### config.mk
export PLATFORM = sky130hd
export DESIGN_NAME = rsq_front
export DESIGN_NICKNAME = d
export VERILOG_FILES = /design/src/hw/rtl/rsq_pkg.sv /design/src/hw/rtl/rsq_front.sv
export SDC_FILE = /design/constraint.sdc
export NUM_CORES = 2
export LEC_CHECK = 0
export BUFFER_PORTS_ARGS = -buffer_cell sky130_fd_sc_hd__buf_4
export CORE_ASPECT_RATIO = 0.8
export CORE_MARGIN = 2
export CORE_UTILIZATION = 39
export DETAILED_ROUTE_END_ITERATION = 16
export GPL_TIMING_DRIVEN = 0
export SKIP_CTS_REPAIR_TIMING = 1
export SLEW_MARGIN = 30
export SYNTH_ARGS = -nofsm -noshare
export SYNTH_HDL_FRONTEND = slang
export SYNTH_SLANG_ARGS = --single-unit
### constraint.sdc
create_clock -name clock -period 21.4 [get_ports clock]
set_clock_uncertainty 0.15 [all_clocks]
set_input_delay 4.28 -clock clock [delete_from_list [all_inputs] [get_ports clock]]
set_output_delay 4.28 -clock clock [all_outputs]
set_load 0.005 [all_outputs]
### src/hw/rtl/rsq_pkg.sv
// Shared types, constants and float helpers for the FFT bin magnitude unit.
// No dependencies.
package rsq_pkg;

   localparam logic [31:0] MAGIC_RSQRT = 32'h5f3759df;
   localparam logic [31:0] FP_ONE_HALF = 32'h3fc00000; // 1.5
   localparam int          LATENCY     = 20;

   typedef struct packed {
      logic [31:0] s;
      logic [31:0] half;
      logic [31:0] y;
   } ctx_type;

   // leading zero count of a nonzero word
   function automatic logic [4:0] lzc32(input logic [31:0] v);
      logic [4:0] lz;
      lz = 5'd0;
      for (int i = 0; i < 32; i++) begin
         if (v[i]) lz = 5'(31 - i);
      end
      return lz;
   endfunction

   // unsigned integer to single precision, round to nearest even
   function automatic logic [31:0] int_to_fp(input logic [31:0] v);
      logic [4:0]  lz;
      logic [31:0] n;
      logic        inc;
      logic [23:0] mr;
      logic [7:0]  e;
      lz  = lzc32(v);
      n   = v << lz;
      inc = n[7] & ((|n[6:0]) | n[8]);
      mr  = {1'b0, n[30:8]} + {23'd0, inc};
      e   = 8'd158 - {3'd0, lz} + {7'd0, mr[23]};
      if (v == 32'd0) return 32'd0;
      return {1'b0, e, mr[22:0]};
   endfunction

   // integer-valued float (below 2^31) back to integer
   function automatic logic [31:0] fp_to_int(input logic [31:0] f);
      logic [31:0] val;
      val = {8'd0, 1'b1, f[22:0]};
      if (f[30:23] == 8'd0) return 32'd0;
      if (f[30:23] >= 8'd150) return val << (f[30:23] - 8'd150);
      return val >> (8'd150 - f[30:23]);
   endfunction

endpackage

### src/hw/rtl/rsq_front.sv
// Front end: squares, per-square rounding, sum, conversion and first estimate.
// Four stages. Depends on rsq_pkg.
module rsq_front (
   input  logic             clock,
   input  logic             reset,
   input  logic             in_valid,
   input  logic [31:0]      packed_bin,
   output logic             out_valid,
   output rsq_pkg::ctx_type out_ctx
);
   logic [3:0]       v_ff;
   logic [31:0]      xsq_ff, ysq_ff, xsq_in, ysq_in;
   logic [31:0]      xf_ff, yf_ff;
   logic [31:0]      sum_ff, sum_in;
   rsq_pkg::ctx_type ctx_ff, ctx_in;
   logic [31:0]      s;

   always_comb begin
      xsq_in = 32'($signed(packed_bin[15:0]) * $signed(packed_bin[15:0]));
      ysq_in = 32'($signed(packed_bin[31:16]) * $signed(packed_bin[31:16]));
      // float add of two integer-valued floats: exact integer sum, one rounding
      sum_in = rsq_pkg::fp_to_int(xf_ff) + rsq_pkg::fp_to_int(yf_ff);
      s           = rsq_pkg::int_to_fp(sum_ff);
      ctx_in.s    = s;
      ctx_in.half = (s == 32'd0) ? 32'd0 : s - 32'h00800000;
      ctx_in.y    = rsq_pkg::MAGIC_RSQRT - {1'b0, s[31:1]};
   end

   always_ff @(posedge clock) begin
      if (reset) begin
         v_ff <= 4'd0;
      end else begin
         v_ff <= {v_ff[2:0], in_valid};
      end
      xsq_ff <= xsq_in;
      ysq_ff <= ysq_in;
      xf_ff  <= rsq_pkg::int_to_fp(xsq_ff);
      yf_ff  <= rsq_pkg::int_to_fp(ysq_ff);
      sum_ff <= sum_in;
      ctx_ff <= ctx_in;
   end

   assign out_valid = v_ff[3];
   assign out_ctx   = ctx_ff;
endmodule

==> results.cfg <==
[global_routing]
wire_length_of_the_first_global_routing_pass_um = 191800
grt.met3_usage = 0.03400
grt_overflow = 0
first_global_vias = 34470
globalRouteMet1Util = 0.3503
grt_busiest_layer = met1
grt_use_total = 0.2250
groute.layer.met2.usage = 0.3300
grt_start_max_net_pins = 17
antenna_found_initial = 0

[sta]
max_clock_freq_mhz = 85.42
setup_tns_ns = 0
layout_min_cycle_time_ns = 11.71
relSlewSlack = 0.2802
timing.final.crit_share = 0.5471
max_slew.worst_pin.slew_ns = 1.070
timing_hold_violations_final = 0
grt_setup_unrepaired = no
finalSetupViolCount = 0
timing.final.max_slew_violations = 0

[logic_synthesis]
ys_seq_elements = 253
synth_edf_count = 0
synth_top_area_share = 0.2413
yosys_most_used_dff = sky130_fd_sc_hd__dfxtp_1
post_synth_instance_area_mm2 = 0.03991
synth_largest_area_cell = sky130_fd_sc_hd__fa_1
yosysSeqAreaShare = 0.1269
syn_avg_cell_area_um2 = 8.253
synth-warning-count = 0
fraction_of_registers_with_async_set_reset = 0
synth.lib_cells_used.distinct = 119
synth_area_leaders = sky130_fd_sc_hd__fa_1, sky130_fd_sc_hd__dfxtp_1, sky130_fd_sc_hd__ha_1
synthCells = 4836

[die]
floorplan.die.height_um = 290.1
ios = 132
floorplan.initialDensity = 0.3953
dieArea_mm2 = 0.1049
core_region_area_mm2 = 0.1010
floorplan.die.width_um = 361.7
placement_rows = 104

[layout]
areaGrowthSynthToFinish_pct = 9.179
ff_latch_area_mm2 = 0.005065
mostFrequentLayoutCell = sky130_fd_sc_hd__inv_1
number_of_nets_in_the_layout = 5727
multi_input_comb_area_mm2 = 0.03123
fillCellCount = 10240
final_layout_size_suffix_gt1_frac = 0.08254
mostFrequentLayoutCells = sky130_fd_sc_hd__inv_1, sky130_fd_sc_hd__nand2_1, sky130_fd_sc_hd__fa_1

[setup_path]
critical_path_fanout_max = 10
max_stage_delay_ns = 0.58
timing.critical_path.slowest_stage_cell = sky130_fd_sc_hd__clkbuf_1
critPathRequiredTime_ns = 21.78
category_of_the_most_critical_setup_path = in2reg
end_kind = register
timing.critical_path.from_type = input pin
critical_path_arrival_ns = 12.08

[clock_tree]
cts-buffers-inserted = 30
maximum_level_of_the_cts_h_tree = 1
clock_tree.root_cell = sky130_fd_sc_hd__clkbuf_16
clkLatencyLatePin_ns = 0.63
max-clock-path-buffers = 3
clock_input_transition_at_the_sequential_cells_of_the_worst_setup_and_hold_paths_ns = 0.06
clock_sinks = 253
cts_tree = built

[placed_design]
dp.final_hpwl_um = 99160
numPortBuffers = 125
gpl.final_weighted_congestion = 0.9918

[route]
drtAntennaViolNets = 0
drt_initial_violations = 3669
wl_um = 120300
num_vias = 35340
detailedRoute.firstPassIterationCount = 6
drt-wirelength-per-cell_um = 18.97
avgViaCountPerCell = 5.573
drc = 0

[hold_path]
worstHoldPathType = reg2reg

[run_status]
status = finished clean

[job]
max_cap_violations = 0
## cell type report
class	count	area share
Inverter	687	0.05923
Sequential cell	253	0.1162
Tap cell	1325	0.03804
Clock buffer	38	0.01907
Multi-Input combinational cell	3657	0.7166
Timing Repair Buffer	125	0.02153
Clock inverter	16	0.004795
Antenna cell	1	0.00005743
Buffer	240	0.02441
## critical path, delay by kind of cell
family                   cells  cell delay, ns
AO/OA/AOI/OAI                8            2.35
buffers and inverters        8            1.43
AND/OR/NAND/NOR              4            1.07
XOR/XNOR                     1            0.15
adder cells (fa/ha/maj)      7            2.79
## synthesized netlist by cell type (all sizes together) (63+ instances only)
master  instances
mux2i         174
xor2           63
ha            217
o21ai         180
inv           683
fa            481
a211oi         64
nand2         508
xnor2         156
clkbuf        163
nor3           92
and2          125
nand3         139
a21oi         265
nor2          379
dfxtp         253
buf            77
## routing by layer
metal	vias up	wire, um
met1	17160	58130
li1	16610	-
met5	-	0
met3	145	9968
met2	1421	50310
met4	0	1914
## registers in the layout (all words and copies together), names as in the netlist
name and count:
yf_ff 31, xf_ff 31, out_ctx 93, xsq_ff 31, v_ff 4, ysq_ff 31, sum_ff 32
## through the flow
step                      cell area (um2)    util  hold slack [ns]  setup WS (ns)  std cells
final                               43580  0.4316           0.2896          9.693       6342
after global routing                43570  0.4315           0.3066          9.131       6341
after CTS                           43560  0.4314           0.2933          9.718       6341
after detailed placement            42520  0.4211           0.2784          9.082       6287
after global placement              42510  0.4210           0.2661          9.046       6287
after floorplan                     39920       -           0.2638          10.60       4837
## logic make-up after synthesis
logic type | Yosys count | synth area share
fa+ha+maj | 698 | 0.3093
other cells | 1 | 0.00009395
buf+inv | 927 | 0.09132
flops | 253 | 0.1269
simple gates | 1520 | 0.1819
xor+xnor | 219 | 0.04862
mux | 263 | 0.08229
compound gates | 955 | 0.1597
## worst paths after layout
kind,from,end,slack (ns),cells past startpoint
setup reg to reg,yf_ff[24]$_SDFF_PN0_,sum_ff[31]$_DFF_P_,11.61,32
hold / removal,v_ff[1]$_SDFF_PP0_,v_ff[2]$_SDFF_PP0_,0.29,1
setup / recovery,packed_bin[1],xsq_ff[30]$_DFF_P_,9.69,28
hold reg to reg,v_ff[1]$_SDFF_PP0_,v_ff[2]$_SDFF_PP0_,0.29,1
Power is not shown: default switching activity piles up to over one toggle a cycle in this logic, so the estimate is an artifact.
