`src/hw/rtl/rsq_pkg.sv`:
```
// Shared types, constants and float helpers for the FFT bin magnitude unit.
// No dependencies.
package rsq_pkg;

   localparam logic [31:0] MAGIC_RSQRT = 32'h5f3759df;
   localparam logic [31:0] FP_ONE_HALF = 32'h3fc00000; // 1.5
   localparam int          LATENCY     = 20;

   typedef struct packed {
      logic [31:0] s;
      logic [31:0] half;
      logic [31:0] y;
   } ctx_type;

   // leading zero count of a nonzero word
   function automatic logic [4:0] lzc32(input logic [31:0] v);
      logic [4:0] lz;
      lz = 5'd0;
      for (int i = 0; i < 32; i++) begin
         if (v[i]) lz = 5'(31 - i);
      end
      return lz;
   endfunction

   // unsigned integer to single precision, round to nearest even
   function automatic logic [31:0] int_to_fp(input logic [31:0] v);
      logic [4:0]  lz;
      logic [31:0] n;
      logic        inc;
      logic [23:0] mr;
      logic [7:0]  e;
      lz  = lzc32(v);
      n   = v << lz;
      inc = n[7] & ((|n[6:0]) | n[8]);
      mr  = {1'b0, n[30:8]} + {23'd0, inc};
      e   = 8'd158 - {3'd0, lz} + {7'd0, mr[23]};
      if (v == 32'd0) return 32'd0;
      return {1'b0, e, mr[22:0]};
   endfunction

   // integer-valued float (below 2^31) back to integer
   function automatic logic [31:0] fp_to_int(input logic [31:0] f);
      logic [31:0] val;
      val = {8'd0, 1'b1, f[22:0]};
      if (f[30:23] == 8'd0) return 32'd0;
      if (f[30:23] >= 8'd150) return val << (f[30:23] - 8'd150);
      return val >> (8'd150 - f[30:23]);
   endfunction

endpackage

```
`src/hw/rtl/rsq_fmul.sv`:
```
// Two-stage single precision multiplier for nonnegative normal or zero operands.
// Carries a context word alongside. Depends on rsq_pkg.
module rsq_fmul (
   input  logic             clock,
   input  logic             reset,
   input  logic             in_valid,
   input  logic [31:0]      a,
   input  logic [31:0]      b,
   input  rsq_pkg::ctx_type in_ctx,
   output logic             out_valid,
   output logic [31:0]      p,
   output rsq_pkg::ctx_type out_ctx
);
   logic             v1_ff, v2_ff;
   logic             zero_ff, zero_in;
   logic [9:0]       esum_ff, esum_in;
   logic [47:0]      prod_ff, prod_in;
   rsq_pkg::ctx_type ctx1_ff, ctx2_ff;
   logic [31:0]      p_ff, p_in;

   logic [22:0] mant;
   logic        g, st, inc;
   logic [23:0] mr;
   logic [9:0]  e;

   always_comb begin
      zero_in = (a[30:23] == 8'd0) || (b[30:23] == 8'd0);
      esum_in = {2'd0, a[30:23]} + {2'd0, b[30:23]};
      prod_in = {1'b1, a[22:0]} * {1'b1, b[22:0]};
   end

   always_comb begin
      if (prod_ff[47]) begin
         mant = prod_ff[46:24];
         g    = prod_ff[23];
         st   = |prod_ff[22:0];
      end else begin
         mant = prod_ff[45:23];
         g    = prod_ff[22];
         st   = |prod_ff[21:0];
      end
      inc  = g & (st | mant[0]);
      mr   = {1'b0, mant} + {23'd0, inc};
      e    = esum_ff - 10'd127 + {9'd0, prod_ff[47]} + {9'd0, mr[23]};
      p_in = zero_ff ? 32'd0 : {1'b0, e[7:0], mr[22:0]};
   end

   always_ff @(posedge clock) begin
      if (reset) begin
         v1_ff <= 1'b0;
         v2_ff <= 1'b0;
      end else begin
         v1_ff <= in_valid;
         v2_ff <= v1_ff;
      end
      zero_ff <= zero_in;
      esum_ff <= esum_in;
      prod_ff <= prod_in;
      ctx1_ff <= in_ctx;
      p_ff    <= p_in;
      ctx2_ff <= ctx1_ff;
   end

   assign out_valid = v2_ff;
   assign p         = p_ff;
   assign out_ctx   = ctx2_ff;
endmodule

```
`config.mk`:
```
export PLATFORM = sky130hd
export DESIGN_NAME = rsq_fmul
export DESIGN_NICKNAME = d
export VERILOG_FILES = /design/src/hw/rtl/rsq_pkg.sv /design/src/hw/rtl/rsq_fmul.sv
export SDC_FILE = /design/constraint.sdc
export NUM_CORES = 2
export LEC_CHECK = 0
export ABC_AREA = 1
export BUFFER_PORTS_ARGS = -buffer_cell sky130_fd_sc_hd__buf_2
export CAP_MARGIN = 20
export CORE_ASPECT_RATIO = 2
export CORE_MARGIN = 2
export CORE_UTILIZATION = 30
export DETAILED_ROUTE_END_ITERATION = 7
export SYNTH_ARGS = -nofsm -noshare
export SYNTH_HDL_FRONTEND = slang
export SYNTH_SLANG_ARGS = --single-unit
export TNS_END_PERCENT = 1
```
`constraint.sdc`:
```
create_clock -name clock -period 10.1 [get_ports clock]
set_clock_uncertainty 0.15 [all_clocks]
set_input_delay 0 -clock clock [delete_from_list [all_inputs] [get_ports clock]]
set_output_delay 0 -clock clock [all_outputs]
set_load 0.02 [all_outputs]
```
==> results.md <==
- Htree depth: 1
- CTS buffer count: 22
- Multi-input combinational cell area: approximately 18000 sq um
- Share of cells above drive strength 1: 0.09445
- Most common cell after layout, fill and taps aside: inv_1
- Final core occ: 0.3624
- Setup Slack @ Placement: 3.364 ns
- Syn_nets: 4286
- Flops & latches, synth: 282
- Commonest cells after routing, fill and taps aside: inv_1 (1075), nand2_1 (957), fa_1 (484)
- Crit end category: flop
- Distinct cells, synth: 37
- Initial antenna violation count: 3
- Sequential cell area: ~5600 sq um
- Final ANT Viol Nets: 0
- Clock Pin Slew Worst Setup and Hold Paths: about 0.070 ns
- Final worst setup slack: 3.927 ns
- Iteration-0 DRC Markers: 834
- Fin crit share: 0.6112
- First-pass GRT wire length: 131000 um
- DR vias/cell: between 4 and 5
- Status: finished, final reports clean
- Post-synthesis sequential area ratio: 0.2038
- Vias in the first global route: 24870
- Placed cell area: 30240 sq um
- Die W: 218.8 um
- Setup TNS: 0 ns
- Top-area cell type share of the netlist area: 0.3499
- Post-CTS sizing: 0
- DR WL/cell: 16.58 um
- Largest net degree at the start of global routing: roughly 50
- DP Wirelength: 66050 um
- Largest area contributor in the netlist: fa_1
- Post-route cell area: approximately 33000 sq um
- Critical-path top delay cell: buf_2
- Fill count: between 9000 and 10000
- Num rows: around 160
- Mapped cell area: roughly 28000 sq um
- All-layer global routing usage: 0.1807
- Root buf cell: clkbuf_16
- Crit Path Max Fanout: 24
- WP data required: 10.37 ns
- Die Y: 433.7 um
- Synth area leaders: fa_1 (35%), dfxtp_1 (20%), inv_1 (15%), nand2_1 (13%), ha_1 (8.3%)
- Worst Hold Class: in -> reg
- Clock Tree Buf Depth: 3
- TritonCTS clock tree: built
- Pre-Repair DR Iteration Count: 5
- Critical path class: in -> reg
- Max_cap viols: 0
- WP data arrival: 6.45 ns
- Unrepaired setup endpoints after global routing: false
- Worst-margin pin slew: 0.8283 ns
- Post-CTS Setup Bufs: 0
- Total clock sinks: 282
- Clk_lat worst skew: 0.53 ns
- Final hold vios: 0
- Die Footprint: around 95000 sq um
- Ys Warns: 0
- Buf/Inv on CP: 9
- I/O pin cnt: 292
- Hold_buf cts: 221
- CORE AREA: 91540 sq um
- Routability cong.: between 0.9 and 1
- Avg Cell Area, Syn: between 8 and 9 sq um
- Min Tclk post-route: 6.173 ns
- Most frequent CP cell: inv_1
- Critical path's largest stage delay: 0.60 ns
- DR vias: around 23000
- Setup Viol. Count Final: 0
- Drc violations: 0
- Relative slew slack: 0.4478
- DRT Wirelength: 84570 um
- Starting Density: 0.3025
- Largest delay contributor family on the critical path: adder cells
- Max Slew Vio Count: 0
- Layout Nets: 4723
- Worst setup SP type: input port
- Grt total ovfl: 0
- Synth-to-layout area growth: 19.80%
- Synth Instances: approximately 3500
- Port-buffer cells: 288
- Achievable Freq: 0.1620 GHz
-- sequential cells by signal, indices dropped and copies added, names as in the netlist --
signal and count:
ctx1_ff 96, out_ctx 96, prod_ff 48, p 31, esum_ff 8, out_valid 1
v1_ff 1, zero_ff 1
-- metrics by stage --
stage | hold WS (ns) | cells
finish | 0.1105 | 5100
global route | 0.1266 | 5100
CTS | 0.08463 | 5099
detailed placement | -0.04643 | 4839
global placement | -0.04710 | 4839
floorplan | -0.1223 | 3455
-- logic make-up (layout without fill, tap and decap cells) --
| family | Yosys count | count (layout) | synth area share |
|---|---|---|---|
| compound gates | 114 | 114 | 0.02376 |
| xor+xnor | 34 | 34 | 0.01075 |
| fa+ha+maj | 668 | 668 | 0.4330 |
| buf+inv | 1177 | 1629 | 0.1612 |
| flops | 282 | 282 | 0.2038 |
| other cells | 1 | 2 | 0.0001354 |
| simple gates | 1179 | 1179 | 0.1673 |
-- worst paths after layout --
| kind | from | endpoint | slack [ns] | cells past startpoint |
|---|---|---|---|---|
| worst max register to register | prod_ff[47] | p[29] | 6.34 | 18 |
| worst max-delay path | a[13] | prod_ff[39] | 3.93 | 26 |
| worst min register to register | ctx1_ff[72] | out_ctx[72] | 0.16 | 0 |
| worst min-delay path | a[1] | prod_ff[1] | 0.11 | 5 |
-- worst reg2reg max path, delay by kind of cell (launching register included) --
family / cells / cell delay, ns
AOI/OAI and AO/OA: 2 / 0.38
and+or+nand+nor: 11 / 1.65
DFF: 1 / 0.32
adders and majority gates: 3 / 0.69
buffers and inverters: 2 / 0.49
-- final cells by class --
class	count	area share
multi-input combinational	1996	0.5300
sequential	282	0.1702
inverter	1076	0.1217
timing repair buffer	514	0.1112
tap	1192	0.04495
clock buffer	31	0.01886
clock inverter	8	0.002904
antenna	1	0.00007542
-- Yosys cell counts --
cell / number
nor2_1: 115
xor2_1: 25
nand3_1: 49
or2_0: 1
o21ai_1: 6
nand2b_1: 1
buf_4: 1
inv_2: 1
xnor2_1: 9
o21a_1: 2
nor3_1: 6
nand4_1: 10
nor4_1: 6
conb_1: 1
buf_6: 4
a21oi_1: 59
or2_2: 5
dfxtp_1: 282
inv_1: 1075
o21ai_0: 19
o21bai_1: 6
nand2_2: 7
nor2_2: 14
ha_1: 184
a22o_1: 1
clkbuf_1: 93
nor2_4: 1
o21ai_2: 14
buf_1: 1
buf_2: 1
buf_8: 1
a31oi_1: 5
nand3b_1: 4
a21o_1: 2
and2_1: 3
fa_1: 484
nand2_1: 957
-- metal layers --
layer | routed length [um] | vias up | global-route usage | part of all wire
met5 | 19 | - | 0 | 0.00022
met4 | 6629 | 4 | 0.1270 | 0.078
met3 | 4524 | 303 | 0.02127 | 0.053
met2 | 46400 | 795 | 0.3655 | 0.55
met1 | 26990 | 10920 | 0.1603 | 0.32
li1 | - | 10510 | - | -
Power is not shown: default switching activity piles up to over one toggle a cycle in this logic, so the estimate is an artifact.
